**src/rtl/core/crscb_pkg.sv**
```systemverilog
package crscb_pkg;

    localparam int unsigned CFG_DATA_W  = 7;
    localparam int unsigned CFG_INDEX_W = 2;

    localparam logic [31:0] PREFIX_WORD = 32'h1200_0000;

    localparam logic [3:0] MODE_FAN_ONLY = 4'd1;
    localparam logic [3:0] MODE_DRY      = 4'd2;
    localparam logic [3:0] MODE_COOL     = 4'd8;

    localparam logic [3:0] FAN_HIGH   = 4'd1;
    localparam logic [3:0] FAN_MEDIUM = 4'd2;
    localparam logic [3:0] FAN_LOW    = 4'd4;

    localparam logic [3:0] MAX_HOURS = 4'd12;

    localparam logic [7:0] SETPOINT_RESET = 8'd24;
    localparam logic [5:0] MIN_C_RESET    = 6'd16;
    localparam logic [5:0] MAX_C_RESET    = 6'd32;
    localparam logic [6:0] MIN_F_RESET    = 7'd61;
    localparam logic [6:0] MAX_F_RESET    = 7'd89;

    typedef enum logic [3:0] {
        ACT_SET_POWER   = 4'd0,
        ACT_NEXT_MODE   = 4'd1,
        ACT_NEXT_FAN    = 4'd2,
        ACT_TEMP_UP     = 4'd3,
        ACT_TEMP_DOWN   = 4'd4,
        ACT_TOGGLE_UNIT = 4'd5,
        ACT_SET_TIMER   = 4'd6,
        ACT_SET_HOURS   = 4'd7,
        ACT_SEND        = 4'd8
    } t_action;

    typedef enum logic [CFG_INDEX_W-1:0] {
        CFG_MIN_C = 2'd0,
        CFG_MAX_C = 2'd1,
        CFG_MIN_F = 2'd2,
        CFG_MAX_F = 2'd3
    } t_cfg_index;

    typedef struct packed {
        logic [3:0] action;
        logic       flag_value;
        logic [3:0] hours_value;
    } t_in_item;

    typedef struct packed {
        logic        power_is_on;
        logic        timer_is_enabled;
        logic        unit_is_fahrenheit;
        logic [7:0]  setpoint;
        logic [3:0]  mode_now;
        logic [3:0]  fan_now;
        logic [3:0]  hours_now;
        logic [31:0] payload_word;
        logic        payload_valid;
    } t_out_item;

    typedef struct packed {
        logic [5:0] min_c;
        logic [5:0] max_c;
        logic [6:0] min_f;
        logic [6:0] max_f;
    } t_cfg_limits;

    typedef struct packed {
        logic       power;
        logic       timer;
        logic       fahrenheit;
        logic [7:0] setpoint;
        logic [3:0] mode;
        logic [3:0] fan;
        logic [3:0] hours;
    } t_settings;

endpackage

```
**src/rtl/core/crscb_cfg.sv**
```systemverilog
module crscb_cfg (
    input  logic                                i_clk,
    input  logic                                i_rst_n,
    input  logic                                i_cfg_we,
    input  logic [crscb_pkg::CFG_INDEX_W-1:0]   i_cfg_index,
    input  logic [crscb_pkg::CFG_DATA_W-1:0]    i_cfg_data,
    output crscb_pkg::t_cfg_limits              o_limits
);

    crscb_pkg::t_cfg_limits r_limits;

    always_ff @(posedge i_clk) begin
        if (!i_rst_n) begin
            r_limits.min_c <= crscb_pkg::MIN_C_RESET;
            r_limits.max_c <= crscb_pkg::MAX_C_RESET;
            r_limits.min_f <= crscb_pkg::MIN_F_RESET;
            r_limits.max_f <= crscb_pkg::MAX_F_RESET;
        end else if (i_cfg_we) begin
            unique case (i_cfg_index)
                crscb_pkg::CFG_MIN_C: r_limits.min_c <= i_cfg_data[5:0];
                crscb_pkg::CFG_MAX_C: r_limits.max_c <= i_cfg_data[5:0];
                crscb_pkg::CFG_MIN_F: r_limits.min_f <= i_cfg_data;
                crscb_pkg::CFG_MAX_F: r_limits.max_f <= i_cfg_data;
                default: ;
            endcase
        end
    end

    assign o_limits = r_limits;

endmodule

```
**src/rtl/core/crscb_convert.sv**
```systemverilog
module crscb_convert (
    input  logic [7:0] i_setpoint,
    output logic [7:0] o_to_fahrenheit,
    output logic [7:0] o_to_celsius
);

    logic [12:0] c_num;
    logic [25:0] c_prod;
    logic [9:0]  f_full;
    logic [7:0]  f_delta;
    logic [11:0] f_num;
    logic [23:0] f_prod;

    // Division by ten and by eighteen is done as a multiply by a scaled
    // reciprocal; the error stays well below one step over the input range.
    always_comb begin
        c_num  = {5'b0, i_setpoint} * 13'd18 + 13'd5;
        c_prod = {13'b0, c_num} * 26'd6554;
        f_full = c_prod[25:16] + 10'd32;
        o_to_fahrenheit = (f_full > 10'd255) ? 8'd255 : f_full[7:0];

        f_delta = i_setpoint - 8'd32;
        f_num   = {4'b0, f_delta} * 12'd10 + 12'd9;
        f_prod  = {12'b0, f_num} * 24'd3641;
        o_to_celsius = (i_setpoint >= 8'd32) ? f_prod[23:16] : 8'd0;
    end

endmodule

```
**src/rtl/core/crscb_payload.sv**
```systemverilog
module crscb_payload (
    input  crscb_pkg::t_settings i_settings,
    output logic [31:0]          o_word
);

    function automatic logic [7:0] rev8(input logic [7:0] v);
        logic [7:0] r;
        for (int i = 0; i < 8; i++) begin
            r[i] = v[7-i];
        end
        return r;
    endfunction

    logic [7:0] temp_code;
    logic [3:0] mode_code;
    logic [3:0] fan_code;
    logic [3:0] hours_rev;

    always_comb begin
        temp_code = i_settings.fahrenheit ? i_settings.setpoint
                                          : i_settings.setpoint - 8'd16;
        if (i_settings.mode == crscb_pkg::MODE_COOL || i_settings.mode == crscb_pkg::MODE_DRY
                || i_settings.mode == crscb_pkg::MODE_FAN_ONLY) begin
            mode_code = i_settings.mode;
        end else begin
            mode_code = crscb_pkg::MODE_COOL;
        end
        if (i_settings.fan == crscb_pkg::FAN_LOW || i_settings.fan == crscb_pkg::FAN_MEDIUM
                || i_settings.fan == crscb_pkg::FAN_HIGH) begin
            fan_code = i_settings.fan;
        end else begin
            fan_code = crscb_pkg::FAN_MEDIUM;
        end
        hours_rev = {i_settings.hours[0], i_settings.hours[1],
                     i_settings.hours[2], i_settings.hours[3]};
        o_word = crscb_pkg::PREFIX_WORD
               | {8'b0, fan_code, mode_code, hours_rev, 1'b0, i_settings.fahrenheit,
                  i_settings.timer, i_settings.power, rev8(temp_code)};
    end

endmodule

```
**src/rtl/core/crscb_step.sv**
```systemverilog
module crscb_step (
    input  crscb_pkg::t_settings   i_settings,
    input  crscb_pkg::t_cfg_limits i_limits,
    input  crscb_pkg::t_in_item    i_item,
    output crscb_pkg::t_settings   o_settings,
    output logic [31:0]            o_word,
    output logic                   o_word_valid
);

    logic [7:0]           to_f;
    logic [7:0]           to_c;
    logic [7:0]           lo;
    logic [7:0]           hi;
    crscb_pkg::t_settings clamped;
    logic [31:0]          word;

    crscb_convert u_convert (
        .i_setpoint      (i_settings.setpoint),
        .o_to_fahrenheit (to_f),
        .o_to_celsius    (to_c)
    );

    always_comb begin
        lo = i_settings.fahrenheit ? {1'b0, i_limits.min_f} : {2'b0, i_limits.min_c};
        hi = i_settings.fahrenheit ? {1'b0, i_limits.max_f} : {2'b0, i_limits.max_c};
        clamped = i_settings;
        // Lower limit first: with crossed limits, a setpoint below it takes it; any other takes the upper.
        if (i_settings.setpoint < lo) begin
            clamped.setpoint = lo;
        end else if (i_settings.setpoint > hi) begin
            clamped.setpoint = hi;
        end
    end

    crscb_payload u_payload (
        .i_settings (clamped),
        .o_word     (word)
    );

    always_comb begin
        o_settings   = i_settings;
        o_word       = 32'd0;
        o_word_valid = 1'b0;
        unique case (i_item.action)
            crscb_pkg::ACT_SET_POWER: o_settings.power = i_item.flag_value;
            crscb_pkg::ACT_NEXT_MODE: begin
                case (i_settings.mode)
                    crscb_pkg::MODE_FAN_ONLY: o_settings.mode = crscb_pkg::MODE_DRY;
                    crscb_pkg::MODE_DRY:      o_settings.mode = crscb_pkg::MODE_COOL;
                    crscb_pkg::MODE_COOL:     o_settings.mode = crscb_pkg::MODE_FAN_ONLY;
                    default: ;
                endcase
            end
            crscb_pkg::ACT_NEXT_FAN: begin
                case (i_settings.fan)
                    crscb_pkg::FAN_HIGH:   o_settings.fan = crscb_pkg::FAN_LOW;
                    crscb_pkg::FAN_MEDIUM: o_settings.fan = crscb_pkg::FAN_HIGH;
                    crscb_pkg::FAN_LOW:    o_settings.fan = crscb_pkg::FAN_MEDIUM;
                    default: ;
                endcase
            end
            crscb_pkg::ACT_TEMP_UP: begin
                if (i_settings.setpoint < hi) begin
                    o_settings.setpoint = i_settings.setpoint + 8'd1;
                end
            end
            crscb_pkg::ACT_TEMP_DOWN: begin
                if (i_settings.setpoint > lo) begin
                    o_settings.setpoint = i_settings.setpoint - 8'd1;
                end
            end
            crscb_pkg::ACT_TOGGLE_UNIT: begin
                o_settings.fahrenheit = !i_settings.fahrenheit;
                o_settings.setpoint   = i_settings.fahrenheit ? to_c : to_f;
            end
            crscb_pkg::ACT_SET_TIMER: o_settings.timer = i_item.flag_value;
            crscb_pkg::ACT_SET_HOURS: begin
                if (i_item.hours_value <= crscb_pkg::MAX_HOURS) begin
                    o_settings.hours = i_item.hours_value;
                end
            end
            crscb_pkg::ACT_SEND: begin
                o_settings   = clamped;
                o_word       = word;
                o_word_valid = 1'b1;
            end
            default: ;
        endcase
    end

endmodule

```
**src/rtl/core/climate_remote_state_and_code_builder.sv**
```systemverilog
// Climate remote settings keeper and IR code builder.
//
// Input channel (i_in_valid / o_in_ready / i_in_item) carries one button
// action per beat. Every accepted beat produces exactly one result beat on
// the output channel (o_out_valid / i_out_ready / o_out_item), holding the
// settings after the action and, for a send, the 32-bit IR payload.
// The settings and the result register load on the edge that accepts the beat.
// Throughput is one beat per cycle while the receiver takes results; the
// combinational path is the clamp, unit conversion multiply and payload mux.
// o_in_ready is high while the result register is empty or being taken, so a
// stalled receiver holds its result and the input waits behind it.
// The plain write port (i_cfg_we, i_cfg_index, i_cfg_data) sets the
// temperature limits; write it only while no result is outstanding.
// Synchronous reset restores the limits and settings to their defaults
// (off, cooling, medium fan, 24 Celsius, timer off at zero hours) and
// empties the result register.
module climate_remote_state_and_code_builder (
    input  logic                                i_clk,
    input  logic                                i_rst_n,
    input  logic                                i_in_valid,
    output logic                                o_in_ready,
    input  crscb_pkg::t_in_item                 i_in_item,
    output logic                                o_out_valid,
    input  logic                                i_out_ready,
    output crscb_pkg::t_out_item                o_out_item,
    input  logic                                i_cfg_we,
    input  logic [crscb_pkg::CFG_INDEX_W-1:0]   i_cfg_index,
    input  logic [crscb_pkg::CFG_DATA_W-1:0]    i_cfg_data
);

    crscb_pkg::t_cfg_limits limits;
    crscb_pkg::t_settings   r_settings;
    crscb_pkg::t_settings   n_settings;
    crscb_pkg::t_out_item   r_out_item;
    logic                   r_out_valid;
    logic [31:0]            word;
    logic                   word_valid;
    logic                   accept;

    crscb_cfg u_cfg (
        .i_clk       (i_clk),
        .i_rst_n     (i_rst_n),
        .i_cfg_we    (i_cfg_we),
        .i_cfg_index (i_cfg_index),
        .i_cfg_data  (i_cfg_data),
        .o_limits    (limits)
    );

    crscb_step u_step (
        .i_settings   (r_settings),
        .i_limits     (limits),
        .i_item       (i_in_item),
        .o_settings   (n_settings),
        .o_word       (word),
        .o_word_valid (word_valid)
    );

    assign o_in_ready = !r_out_valid || i_out_ready;
    assign accept     = i_in_valid && o_in_ready;

    always_ff @(posedge i_clk) begin
        if (!i_rst_n) begin
            r_settings.power      <= 1'b0;
            r_settings.timer      <= 1'b0;
            r_settings.fahrenheit <= 1'b0;
            r_settings.setpoint   <= crscb_pkg::SETPOINT_RESET;
            r_settings.mode       <= crscb_pkg::MODE_COOL;
            r_settings.fan        <= crscb_pkg::FAN_MEDIUM;
            r_settings.hours      <= 4'd0;
            r_out_valid           <= 1'b0;
        end else begin
            if (accept) begin
                r_settings  <= n_settings;
                r_out_valid <= 1'b1;
            end else if (i_out_ready) begin
                r_out_valid <= 1'b0;
            end
        end
    end

    always_ff @(posedge i_clk) begin
        if (accept) begin
            r_out_item.power_is_on        <= n_settings.power;
            r_out_item.timer_is_enabled   <= n_settings.timer;
            r_out_item.unit_is_fahrenheit <= n_settings.fahrenheit;
            r_out_item.setpoint           <= n_settings.setpoint;
            r_out_item.mode_now           <= n_settings.mode;
            r_out_item.fan_now            <= n_settings.fan;
            r_out_item.hours_now          <= n_settings.hours;
            r_out_item.payload_word       <= word;
            r_out_item.payload_valid      <= word_valid;
        end
    end

    assign o_out_valid = r_out_valid;
    assign o_out_item  = r_out_item;

endmodule

```
**config.mk**
```make
export PLATFORM = sky130hd
export DESIGN_NAME = climate_remote_state_and_code_builder
export DESIGN_NICKNAME = d
export VERILOG_FILES = /design/src/rtl/core/crscb_pkg.sv /design/src/rtl/core/crscb_cfg.sv /design/src/rtl/core/crscb_convert.sv /design/src/rtl/core/crscb_payload.sv /design/src/rtl/core/crscb_step.sv /design/src/rtl/core/climate_remote_state_and_code_builder.sv
export SDC_FILE = /design/constraint.sdc
export NUM_CORES = 1
export LEC_CHECK = 0
export ABC_CLOCK_PERIOD_IN_PS = 8350
export BUFFER_PORTS_ARGS = -buffer_cell sky130_fd_sc_hd__buf_2
export CORE_ASPECT_RATIO = 0.8
export CORE_MARGIN = 2
export CORE_UTILIZATION = 60
export CTS_BUF_LIST = sky130_fd_sc_hd__clkbuf_4 sky130_fd_sc_hd__clkbuf_8
export DETAILED_ROUTE_END_ITERATION = 16
export PLACE_DENSITY = 0.79
export SYNTH_ARGS = -nofsm -noshare
export SYNTH_HDL_FRONTEND = slang
export SYNTH_SLANG_ARGS = --single-unit
```
**constraint.sdc**
```tcl
create_clock -name i_clk -period 8.35 [get_ports i_clk]
set_input_delay 0.4175 -clock i_clk [delete_from_list [all_inputs] [get_ports i_clk]]
set_output_delay 0.4175 -clock i_clk [all_outputs]
set_load 0.1 [all_outputs]
```
==> flow_summary.toml <==
[place]
io_buffers = 73
dp_hpwl_um = 21100
dp_cells = 1466
place.gp.congestion = 0.953
pre_cts_ws_ns = 0.0618

[sta]
worst_hold_slack_ns = 0.285
finalSetupViolations = 0
fin_skew_ns = 0.0216
fin_ws_ns = 0.306
max_freq_ghz = 0.124
fin_crit_ns = 8.04
min_period_over_period_pct = 96.3
relSlewSlack_pct = 27.5
drv_slew = 0
hold_violations = 0
worst_pin_slew_ns = 1.08

[detailed_routing]
initialDrtViolationCount = 686
via_count = 8685
drc = 0
dr.pass1.iters = 6
wl_um = 26100
vias_per_cell = 5.86
wl_per_cell_um = 17.6
drtAntennaViolNets = 0

[layout]
layout_common_cells = "195 x ha_1, 158 x inv_1, 79 x nand2_1"
finalNonFillerCells = 1482
fill_cells = 1512
antenna_cells = 0
layout_commonest_cell = "ha_1"
nNetsFinal = 1533
area_delta_synth_final_pct = 8.05
drive_gt1_share_pct = 12.3
fin_util_pct = 65.8

[global_routing]
grt_pass1_wl_um = 42400
first_global_vias = 8364
grt_max_degree = 52
grtUsageTotal_pct = 27.2
grt_overflow = 0
antenna_found_initial = 0

[worst_setup_path]
cp_num_buf_inv = 7
crit_path_end_kind = "register"
rrSetupSlack_ns = 0.31
crit_path_start_kind = "register"
crit_path_start = "r_settings[18]$_SDFFE_PN0P_"
worstPathRequired_ns = 8.47
worstPathArrival_ns = 8.16
cp_slowest_cell = "fa_1"
crit_type = "register to register"
path_common_cell = "inv_1"
critPathMaxFanout = 6
cpPeakStageDelay_ns = 0.55
r2r_start = "r_settings[18]$_SDFFE_PN0P_"
r2r_cells = 28
cp_top_family = "adder cells"
r2r-end = "o_out_item[52]$_DFFE_PP_"

[clock_tree]
cts_tree = "done"
clk_latency_ns = 0.38
cts_buffers = 9
clkSinkCount = 97
hold_buffers = 0
post-cts-setup-buffer-count = 0
ctsLongestPathBuffers = 2
root_buffer = "clkbuf_8"
cts_htree_levels = 3
clkTransAtPathRegs_ns = 0.11

[synthesis]
synthArstFlopShare_pct = 0
ys_seq_area_share_pct = 21.9
ys_ff_latch = 97
postSynthCellCount = 1179
syn_area_per_cell_um2 = 9.33
ys.flop_type = "dfxtp_1"
synth_cell_types = 73
yosys_warnings = 0
synth_edf_count = 47
synth_area_um2 = 11000

[run]
cap_violations = 0

[worst_hold_path]
hold_path_class = "primary input to register"
hold_depth = 3
hold_start = "i_cfg_data[6]"
hold_path_end = "u_cfg.o_limits[6]$_SDFFE_PN1P_"

[run_status]
outcome = "finished, final reports clean"

[die]
ios = 81
initial_core_util_pct = 60.9
core_area_um2 = 18100
die_x_um = 155
row_count = 44
die_h_um = 125
die_area_um2 = 19400
tightest hold or removal path, cell delays in order:
cell and delay [ns]:
buf_2 0.09, nand2_1 0.04, nand3_1 0.06
state kept, by name (all words and copies together) (netlist names):
name	count
u_cfg.o_limits	26
o_out_valid	1
r_settings	23
o_out_item	47
routing by layer:
layer	vias to the layer above	track usage [%]	part of all wire [%]
met1	4142	41.0	48
met2	304	41.0	43
met5	-	0	0
met4	0	3.35	0.62
met3	21	6.55	8.3
li1	4218	-	-
kinds of logic after synthesis:
kind of cell             Yosys count  share of synthesized area (%)
AND/OR/NAND/NOR                  310                           14.1
buffers and inverters            205                           7.45
other                              1                         0.0341
AO/OA/AOI/OAI                    198                           12.8
flip-flops                        97                           21.9
XOR/XNOR                          61                           4.99
multiplexers                      44                           4.15
adder cells (fa/ha/maj)          263                           34.6
repair_timing:
action                                  4_1_cts  5_1_grt
pin swaps                                     0        1
endpoints found under the setup margin        1       16
gates resized for setup                       1       11
stage by stage:
| stage | area (um2) | setup TNS (ns) |
|---|---|---|
| after floorplan | 11000 | 0 |
| after global placement | 11600 | 0 |
| after detailed placement | 11600 | 0 |
| after CTS | 11800 | 0 |
| after global routing | 11900 | -0.0892 |
| final | 11900 | 0 |
cell usage after synthesis (6+ instances only):
cell type	n	area (um2)
mux2_2	13	146
a31oi_1	11	68.8
and2_1	16	100
nand4_1	12	75.1
clkbuf_1	28	105
nor2b_1	17	106
edfxtp_1	47	1410
mux2i_1	31	310
buf_4	10	75.1
o21bai_1	6	45.0
ha_1	195	2440
nor3b_1	11	82.6
nor3_1	15	75.1
nand2b_1	12	75.1
dfxtp_1	50	1000
a221oi_1	8	70.1
xor2_1	21	184
o21a_1	8	60.1
a21o_1	10	75.1
nand3_1	26	130
a211oi_1	15	113
xnor2_1	39	342
o21ai_0	35	175
and3_1	13	81.3
nand2_1	79	297
a21oi_1	42	210
inv_1	158	593
nor2_1	76	285
fa_1	68	1360
nor4_1	14	87.6
a21boi_0	9	67.6
final cells by class:
| type | count | area (um2) | share of cell area (%) |
|---|---|---|---|
| clock buffer | 10 | 138 | 1.16 |
| clock inverter | 6 | 57.6 | 0.484 |
| inverter | 159 | 597 | 5.02 |
| tap | 230 | 288 | 2.42 |
| timing repair buffer | 95 | 531 | 4.46 |
| sequential | 97 | 2410 | 20.3 |
| multi-input combinational | 885 | 7860 | 66.1 |
worst max path at each step:
stage	to	slack, ns	cells after the start
2_1_floorplan	r_settings[12]$_SDFFE_PN0P_	0.70	30
3_3_place_gp	o_out_item[52]$_DFFE_PP_	0.08	26
3_5_place_dp	o_out_item[52]$_DFFE_PP_	0.06	26
4_1_cts	o_out_item[52]$_DFFE_PP_	0.16	26
5_1_grt	o_out_item[45]$_DFFE_PP_	-0.04	25
6_report	o_out_item[52]$_DFFE_PP_	0.31	28
Power is not shown: default switching activity piles up to over one toggle a cycle in this logic, so the estimate is an artifact.
